[src/rtl/id3fsp_pkg.sv]
// ----------------------------------------------------------------------------
// ID3v2 frame stream parser package
// Request types, result codes and the table of known frame IDs.
// ----------------------------------------------------------------------------
`default_nettype none

package id3fsp_pkg;

  typedef struct packed {
    logic [7:0] data_byte;
    logic       new_file;
  } byte_req_t;

  typedef struct packed {
    logic [1:0] kind;
    logic [3:0] tag_code;
    logic [7:0] payload_byte;
    logic       last_of_frame;
    logic       error_code;
  } result_req_t;

  localparam logic [1:0] KIND_FRAME_START = 2'd0;
  localparam logic [1:0] KIND_PAYLOAD     = 2'd1;
  localparam logic [1:0] KIND_ERROR       = 2'd2;
  localparam logic [1:0] KIND_DONE        = 2'd3;

  localparam logic ERR_UNKNOWN_ID = 1'b0;
  localparam logic ERR_ZERO_SIZE  = 1'b1;

  localparam logic [3:0] HEADER_BYTES = 4'd10;
  localparam logic [3:0] ID_BYTES     = 4'd4;
  localparam logic [3:0] SIZE_BYTES   = 4'd4;
  localparam logic [3:0] SKIP_BYTES   = 4'd3;

  localparam int NUM_TAGS = 9;

  localparam logic [31:0] KNOWN_IDS [NUM_TAGS] = '{
    32'h5449_5432,  // TIT2
    32'h5441_4C42,  // TALB
    32'h5450_4531,  // TPE1
    32'h5459_4552,  // TYER
    32'h5443_4F4E,  // TCON
    32'h434F_4D4D,  // COMM
    32'h4950_4C53,  // IPLS
    32'h5443_4F50,  // TCOP
    32'h5443_4F4D   // TCOM
  };

  typedef struct packed {
    logic       hit;
    logic [3:0] code;
  } tag_match_t;

  function automatic tag_match_t match_tag(input logic [31:0] id);
    tag_match_t m;
    m.hit  = 1'b0;
    m.code = 4'd0;
    for (int k = NUM_TAGS - 1; k >= 0; k--) begin
      if (KNOWN_IDS[k] == id) begin
        m.hit  = 1'b1;
        m.code = 4'(k);
      end
    end
    return m;
  endfunction

endpackage

`default_nettype wire

[src/rtl/id3v2_frame_stream_parser.sv]
// ----------------------------------------------------------------------------
// ID3v2 frame stream parser
// Skips the tag header and splits the following frames into start, payload,
// error and done results.
// ----------------------------------------------------------------------------
// Each accepted byte request updates the parser state and the result
// register at the accepting clock edge, and any result appears on the output
// in the cycle after that accepting edge. A new byte is accepted in
// every cycle; byte_stall rises only while a finished result sits in the
// output register and result_stall holds it there. After an error or after
// the done report, bytes are consumed without results until a byte carrying
// new_file arrives. frames_to_read is loaded by cfg_write with cfg_wdata.
`default_nettype none

module id3v2_frame_stream_parser #(
  parameter int FramesToReadReset = 6
) (
  input  wire                      clk,
  input  wire                      rst,
  input  wire                      cfg_write,
  input  wire  [7:0]               cfg_wdata,
  input  wire                      byte_valid,
  output logic                     byte_stall,
  input  id3fsp_pkg::byte_req_t    byte_item,
  output logic                     result_valid,
  input  wire                      result_stall,
  output id3fsp_pkg::result_req_t  result_item
);
  import id3fsp_pkg::*;

  typedef enum logic [7:0] {
    PH_HEADER    = 8'b0000_0001,
    PH_ID        = 8'b0000_0010,
    PH_SIZE      = 8'b0000_0100,
    PH_SKIP      = 8'b0000_1000,
    PH_PAYLOAD   = 8'b0001_0000,
    PH_DONE_PEND = 8'b0010_0000,
    PH_IDLE      = 8'b0100_0000,
    PH_ERROR     = 8'b1000_0000
  } phase_t;

  phase_t      phase, phase_next, phase_eff;
  logic [3:0]  byte_count, byte_count_next, byte_count_eff, byte_count_inc;
  logic [31:0] id_shift, id_shift_next, id_shift_eff;
  logic [27:0] size_shift, size_shift_next, size_shift_eff;
  logic [27:0] length_left, length_left_next, length_left_eff, length_left_dec;
  logic [3:0]  current_tag, current_tag_next, current_tag_eff;
  logic [7:0]  frames_done, frames_done_next, frames_done_eff, frames_done_inc;
  logic [7:0]  frames_to_read;

  logic        accept;
  logic        has_result;
  result_req_t result_next;
  tag_match_t  tag_hit;

  assign byte_stall = result_valid & result_stall;
  assign accept     = byte_valid & ~byte_stall;

  assign phase_eff       = byte_item.new_file ? PH_HEADER : phase;
  assign byte_count_eff  = byte_item.new_file ? 4'd0 : byte_count;
  assign id_shift_eff    = byte_item.new_file ? 32'd0 : id_shift;
  assign size_shift_eff  = byte_item.new_file ? 28'd0 : size_shift;
  assign length_left_eff = byte_item.new_file ? 28'd0 : length_left;
  assign current_tag_eff = byte_item.new_file ? 4'd0 : current_tag;
  assign frames_done_eff = byte_item.new_file ? 8'd0 : frames_done;

  assign byte_count_inc  = byte_count_eff + 4'd1;
  assign frames_done_inc = frames_done_eff + 8'd1;
  assign length_left_dec = (length_left_eff != 28'd0) ? length_left_eff - 28'd1
                                                      : length_left_eff;
  assign tag_hit = match_tag({id_shift_eff[23:0], byte_item.data_byte});

  always_comb begin
    phase_next       = phase_eff;
    byte_count_next  = byte_count_eff;
    id_shift_next    = id_shift_eff;
    size_shift_next  = size_shift_eff;
    length_left_next = length_left_eff;
    current_tag_next = current_tag_eff;
    frames_done_next = frames_done_eff;
    has_result       = 1'b0;
    result_next      = '0;
    case (phase_eff)
      PH_HEADER: begin
        byte_count_next = byte_count_inc;
        if (byte_count_inc >= HEADER_BYTES) begin
          byte_count_next = 4'd0;
          phase_next = (frames_done_eff >= frames_to_read) ? PH_DONE_PEND : PH_ID;
        end
      end
      PH_ID: begin
        id_shift_next   = {id_shift_eff[23:0], byte_item.data_byte};
        byte_count_next = byte_count_inc;
        if (byte_count_inc >= ID_BYTES) begin
          byte_count_next = 4'd0;
          has_result      = 1'b1;
          if (tag_hit.hit) begin
            current_tag_next     = tag_hit.code;
            result_next.kind     = KIND_FRAME_START;
            result_next.tag_code = tag_hit.code;
            phase_next           = PH_SIZE;
          end else begin
            result_next.kind       = KIND_ERROR;
            result_next.error_code = ERR_UNKNOWN_ID;
            phase_next             = PH_ERROR;
          end
        end
      end
      PH_SIZE: begin
        size_shift_next = {size_shift_eff[20:0], byte_item.data_byte[6:0]};
        byte_count_next = byte_count_inc;
        if (byte_count_inc >= SIZE_BYTES) begin
          byte_count_next = 4'd0;
          if (size_shift_next == 28'd0) begin
            has_result             = 1'b1;
            result_next.kind       = KIND_ERROR;
            result_next.error_code = ERR_ZERO_SIZE;
            phase_next             = PH_ERROR;
          end else begin
            length_left_next = size_shift_next - 28'd1;
            phase_next       = PH_SKIP;
          end
        end
      end
      PH_SKIP: begin
        byte_count_next = byte_count_inc;
        if (byte_count_inc >= SKIP_BYTES) begin
          byte_count_next = 4'd0;
          if (length_left_eff == 28'd0) begin
            frames_done_next = frames_done_inc;
            phase_next = (frames_done_inc >= frames_to_read) ? PH_DONE_PEND : PH_ID;
          end else begin
            phase_next = PH_PAYLOAD;
          end
        end
      end
      PH_PAYLOAD: begin
        has_result               = 1'b1;
        result_next.kind         = KIND_PAYLOAD;
        result_next.tag_code     = current_tag_eff;
        result_next.payload_byte = byte_item.data_byte;
        length_left_next         = length_left_dec;
        if (length_left_dec == 28'd0) begin
          result_next.last_of_frame = 1'b1;
          frames_done_next = frames_done_inc;
          phase_next = (frames_done_inc >= frames_to_read) ? PH_DONE_PEND : PH_ID;
        end
      end
      PH_DONE_PEND: begin
        has_result       = 1'b1;
        result_next.kind = KIND_DONE;
        phase_next       = PH_IDLE;
      end
      default: begin
      end
    endcase
  end

  always_ff @(posedge clk) begin
    if (rst) begin
      phase          <= PH_HEADER;
      byte_count     <= 4'd0;
      current_tag    <= 4'd0;
      frames_done    <= 8'd0;
      frames_to_read <= 8'(FramesToReadReset);
      result_valid   <= 1'b0;
    end else begin
      if (cfg_write) begin
        frames_to_read <= cfg_wdata;
      end
      if (accept) begin
        phase        <= phase_next;
        byte_count   <= byte_count_next;
        current_tag  <= current_tag_next;
        frames_done  <= frames_done_next;
        result_valid <= has_result;
      end else if (!result_stall) begin
        result_valid <= 1'b0;
      end
    end
  end

  always_ff @(posedge clk) begin
    if (accept) begin
      id_shift    <= id_shift_next;
      size_shift  <= size_shift_next;
      length_left <= length_left_next;
      if (has_result) begin
        result_item <= result_next;
      end
    end
  end

endmodule

`default_nettype wire

[config.mk]
export PLATFORM = sky130hd
export DESIGN_NAME = id3v2_frame_stream_parser
export DESIGN_NICKNAME = d
export VERILOG_FILES = /design/src/rtl/id3fsp_pkg.sv /design/src/rtl/id3v2_frame_stream_parser.sv
export SDC_FILE = /design/constraint.sdc
export NUM_CORES = 1
export LEC_CHECK = 0
export ABC_AREA = 0
export BUFFER_PORTS_ARGS = -buffer_cell sky130_fd_sc_hd__buf_2
export CORE_UTILIZATION = 65
export CTS_CLUSTER_DIAMETER = 40
export CTS_CLUSTER_SIZE = 24
export DETAILED_ROUTE_END_ITERATION = 16
export GPL_TIMING_DRIVEN = 0
export PLACE_DENSITY = 0.84
export SLEW_MARGIN = 20
export SYNTH_ARGS = -nofsm -noshare
export SYNTH_HDL_FRONTEND = slang
export SYNTH_SLANG_ARGS = --single-unit
[constraint.sdc]
create_clock -name clk -period 15.1 [get_ports clk]
set_input_delay 3.02 -clock clk [delete_from_list [all_inputs] [get_ports clk]]
set_output_delay 3.02 -clock clk [all_outputs]
set_load 0.005 [all_outputs]
* Word-level counts from Yosys, hierarchy flattened *
Index checks and enable logic that the tools add are counted.

word-level totals
  bits in registers = 122
  bits of input ports = 22
  output and inout port bits = 18
  logic and storage cells = 107

operators by class
  add/sub/neg operators = 4
  $lt $le $gt $ge = 5
  equal/unequal tests = 16
  muxes and demuxes = 58
  bitwise logic cells = 3
  reduce and logical (&&, ||, !) cells = 7

operators with widths
  kind                     count
  $eq A31 B32 Y1 const A   9
  $mux W28                 4
  $mux W8                  12
  $logic_not A28 Y1        3
  $pmux W28 S2             1
  $sub A28 B1 Y28 const B  2
  $mux W24                 2
  $pmux W8 S6              1
  $mux W5                  9
  $mux W21                 2
  $mux W4                  9
  $reduce_bool A28 Y1      1
  $mux W6                  4
  $ge A8 B8 Y1             2
  $pmux W8 S2              1
  $pmux W4 S3              1
  $add A8 B1 Y8 const B    1
  $eq A8 B1 Y1 const B     1
  $eq A8 B2 Y1 const B     1
  $eq A8 B3 Y1 const B     1
  $eq A8 B4 Y1 const B     1
  $eq A8 B5 Y1 const B     1
  $eq A8 B6 Y1 const B     1
  $pmux W2 S4              1
  13 further kinds         22

* Logic depth before layout (Yosys ltp) *
  depth in word-level cells = 14
  mapped depth = 20
  depth with buffers taken out = 14

* Worst setup path before layout *
OpenSTA, ideal clock, no wires.

  kind = input to register
  start point = in byte_item[0] in the netlist's numbering
  end point = reg phase[1]
  setup time = 70 ps
  arrival time = 6,808 ps
  required time = 15,030 ps
  path slack = 8,222 ps
  stages on the path = 17
  buffers on the path = 7
  cells stage by stage = clkbuf_1 clkbuf_1 clkbuf_1 clkbuf_1 clkbuf_1 clkbuf_1 buf_1 nor2_1 ha_1 xor2_1 ha_1 nor2b_1 o21ai_0 a21oi_1 o41a_1 a221o_1 a21oi_1

on the way
  longest elaborated chain between the ends = 7
  elaborated cells between the ends (all ways) = 31
  those cells by class = 3 x add/sub; 5 x order compare; 6 x eq/ne; 14 x mux; 3 x reduce/logical

ends and longest elaborated chain
  item                    line                                                                source
  start: declaration      id3v2_frame_stream_parser.sv:24                                     input id3fsp_pkg::byte_req_t byte_item,
  $mux W8                 id3v2_frame_stream_parser.sv:65                                     assign frames_done_eff = byte_item.new_file ? 8'd0 : frames_done;
  $add A8 B1 Y8           id3v2_frame_stream_parser.sv:68                                     assign frames_done_inc = frames_done_eff + 8'd1;
  $ge A8 B8 Y1            id3v2_frame_stream_parser.sv:131, id3v2_frame_stream_parser.sv:146
  $mux W6                 id3v2_frame_stream_parser.sv:131, id3v2_frame_stream_parser.sv:146
  $mux W6                 id3v2_frame_stream_parser.sv:129                                    if (length_left_eff == 28'd0) begin
  $mux W8                 id3v2_frame_stream_parser.sv:127                                    if (byte_count_inc >= SKIP_BYTES) begin
  $pmux W8 S6 *           id3v2_frame_stream_parser.sv:83                                     case (phase_eff)
  end signal: assignment  id3v2_frame_stream_parser.sv:172                                    phase <= phase_next;
  end: declaration        id3v2_frame_stream_parser.sv:42                                     phase_t phase, phase_next, phase_eff;

Every way passes the cells marked *; elsewhere a longest branch is shown, timed or not.
A chain may end at the register's enable or synchronous reset.

* Worst setup path after layout *
Ends and elaborated chain as after synthesis.

==> metrics.txt <==
drt pass-1 iters 6; final worst-path cycle share 62.5%; Layout area overhead 11.5%; top fanout value on the critical path 10; Final Non-Filler Cells 1,275; Synth Warn # 0; Synth Instances 1,037; switching power 0.240 mW; core area 0.0127 sq mm; routability cong. 1.04; min cycle time layout 9.44 ns; Global Route met3 Usage 10.8%; grt peak-use layer met2; total of max-cap violations 0; # rows 41; placed cell area 0.00893 sq mm; Main synth FF type edfxtp_1; 1st-iter DRT viols 1,469; ant diodes 0; die width 116 um; sequential share of power 45.0%; fill cell count 993; number of synthesized flops with an enable pin 89; Cell Pwr Density 91.7 mW/mm^2; gr ovfl total 0; grt met1 use 55.9%; pre-CTS setup slack 5.64 ns; Comb pwr share 11.0%; Synth cell types 72; Crit. End Element flop; Pleak 3.36 nW; clock share of power 44.0%; Final ANT Viol Nets 0; TritonCTS clock tree yes; vias in the first global route 8,011; later-pin clock latency in the skew report 0.44 ns; first-pass GRT wire length 42,800 um; ratio of cells with drive above 1 in the final layout 7.16%; VDD IR-drop max 0.0816 mV; status completed; Slew @ Worst Pin 1.08 ns; H-tree depth 4; Hold-fix buffers, CTS 0; maximum root-to-sink buffer count 2; sequential cell area 0.00333 sq mm; Post-CTS Resized 0; CTS Sinks 122; final WL 28,000 um; fin util 74.7%; Final Hold Vio Count 0; die area 0.0135 sq mm; vias per cell 7.04; met2 Use GR 63.2%; CP Data Required Time 15.45 ns; all-layer global routing usage 42.6%; Worst Clk Skew 0.00972 ns; final setup fails 0; clk slew on worst S/H paths 0.06 ns; initial core utilization 67.0%; post-synthesis cell area 0.00849 sq mm; post-synthesis sequential area ratio 39.2%; DIE HEIGHT 116 um; RSZ-0062 raised after global routing false; Int Pwr 0.629 mW; dpl hpwl 19,600 um; total CTS buffers 17; pin count of the biggest net entering global routing 48; Final WS setup 5.66 ns; DR DRC count 0; Max Clock Freq 106 MHz; ys async rst share 0%; num ports 40; final instance area 0.00947 sq mm; initial antenna violation count 0; drt wl/cell 22.0 um; syn_area_per_cell 8.19 sq um; PortBufs 32; post-synthesis sequential element count 122; vias 8,978; Setup Fix Bufs, Post-CTS 0; Slew HR 27.8%; Multi-input gate area 0.00481 sq mm; Hold WC Path Type reg -> reg; hold_ws 0.441 ns; top cells by area, synth edfxtp_1, dfxtp_1, nand2_1, a21oi_1, o21ai_0; area leader, netlist edfxtp_1; Switching Fraction 27.6%; Setup CP Type in -> reg; setup TNS 0 ns; Data arrival, critical path 9.79 ns; Synth top area share 31.5%; fin. max-slew vios 0; syn_nets 1,085; NumNets Final 1,138; CTS root buf clkbuf_16; placed instance count 1,243; Final Power 0.868 mW; startpoint class of the critical path primary input
power by group through the flow:
stage	sequential (mW)	combinational, mW	clock [mW]
floorplan	0.391	0.0625	0
detailed placement	0.396	0.0909	0
global placement	0.397	0.0889	0
finish	0.390	0.0958	0.382
CTS	0.389	0.0916	0.378
global route	0.392	0.102	0.397
area by class of cell:
type	count	share of cell area, %
Clock buffer	20	4.61
Buffer	63	2.62
Sequential cell	122	35.2
Tap cell	172	2.27
Timing Repair Buffer	34	2.06
Inverter	35	1.39
Clock inverter	12	1.08
Multi-Input combinational cell	817	50.8
critical path, stage by stage:
cell,delay [ns]
buf_2,0.15
clkbuf_1,0.65
clkbuf_1,0.57
clkbuf_1,0.69
clkbuf_1,0.58
clkbuf_1,0.69
clkbuf_1,0.64
buf_1,0.57
nor2_1,0.16
ha_1,0.32
xor2_1,0.20
ha_1,0.28
nor2b_1,0.13
o21ai_0,0.16
a21oi_1,0.10
o41a_1,0.37
a221o_1,0.34
a21oi_1,0.16
worst paths after layout:
check / startpoint / to / slack [ns] / cells after the start
max reg2reg: length_left[8]$_DFFE_PP_ / frames_done[4]$_SDFFE_PP0P_ / 10.65 / 10
min: current_tag[0]$_SDFFE_PP0P_ / current_tag[0]$_SDFFE_PP0P_ / 0.44 / 2
max: byte_item[0] / phase[1]$_SDFFE_PP0P_ / 5.66 / 18
min reg2reg: current_tag[0]$_SDFFE_PP0P_ / current_tag[0]$_SDFFE_PP0P_ / 0.44 / 2
logic make-up after synthesis:
group	after synthesis	share of synthesized area, %
xor gates and xnor gates	18	1.86
AOI/OAI and AO/OA	289	21.7
buffers and inverters	98	4.42
and+or+nand+nor	473	27.6
muxes	11	1.36
DFF	122	39.2
adders and majority gates	26	3.83
registers in the layout, indices dropped and copies added (netlist names):
name / count
byte_count: 4
current_tag: 4
frames_done: 8
frames_to_read: 8
id_shift: 24
length_left: 28
phase: 8
result_item: 16
result_valid: 1
size_shift: 21
cell usage after synthesis (all sizes together) (5+ instances only):
cell	n
clkbuf	56
nand2	168
buf	7
nor3b	10
a32oi	5
o21a	9
o21ai	80
a21o	12
nor3	34
nor2	95
a22o	5
or4	13
nand3	26
and3	10
o22ai	6
edfxtp	89
a211oi	6
nor4	25
or3	13
nand4	16
a221o	5
a21oi	79
mux2i	7
a22oi	6
and2	13
a31oi	11
o211ai	17
ha	26
xnor2	13
inv	34
nor2b	19
xor2	5
nor4b	10
dfxtp	33
o31ai	6
o221ai	5
per-layer routing:
metal	vias to the layer above	wire (um)
li1	3970	-
met1	4131	10700
met2	732	12200
met3	145	3520
met4	0	1670
met5	-	0
cell usage in the layout (no fill, tap or decap), types with 6 or more instances in the layout:
master / n
and3_1: 10
xnor2_1: 13
o21ai_0: 74
nor3_1: 34
buf_2: 32
clkbuf_16: 17
o21a_1: 9
o211ai_1: 17
nand2_1: 168
a21o_1: 12
and2_1: 13
nor2b_1: 19
dfxtp_1: 33
nor4_1: 24
nor3b_1: 10
nor2_1: 95
edfxtp_1: 89
or3_1: 13
a21oi_1: 79
o31ai_1: 6
mux2i_1: 7
clkbuf_1: 58
ha_1: 26
nand3_1: 26
nand4_1: 16
a22oi_1: 6
nor4b_1: 9
inv_1: 34
buf_1: 6
a211oi_1: 6
a31oi_1: 10
or4_1: 10
o22ai_1: 6
No activity file was read; power rests on OpenSTA's default activity.
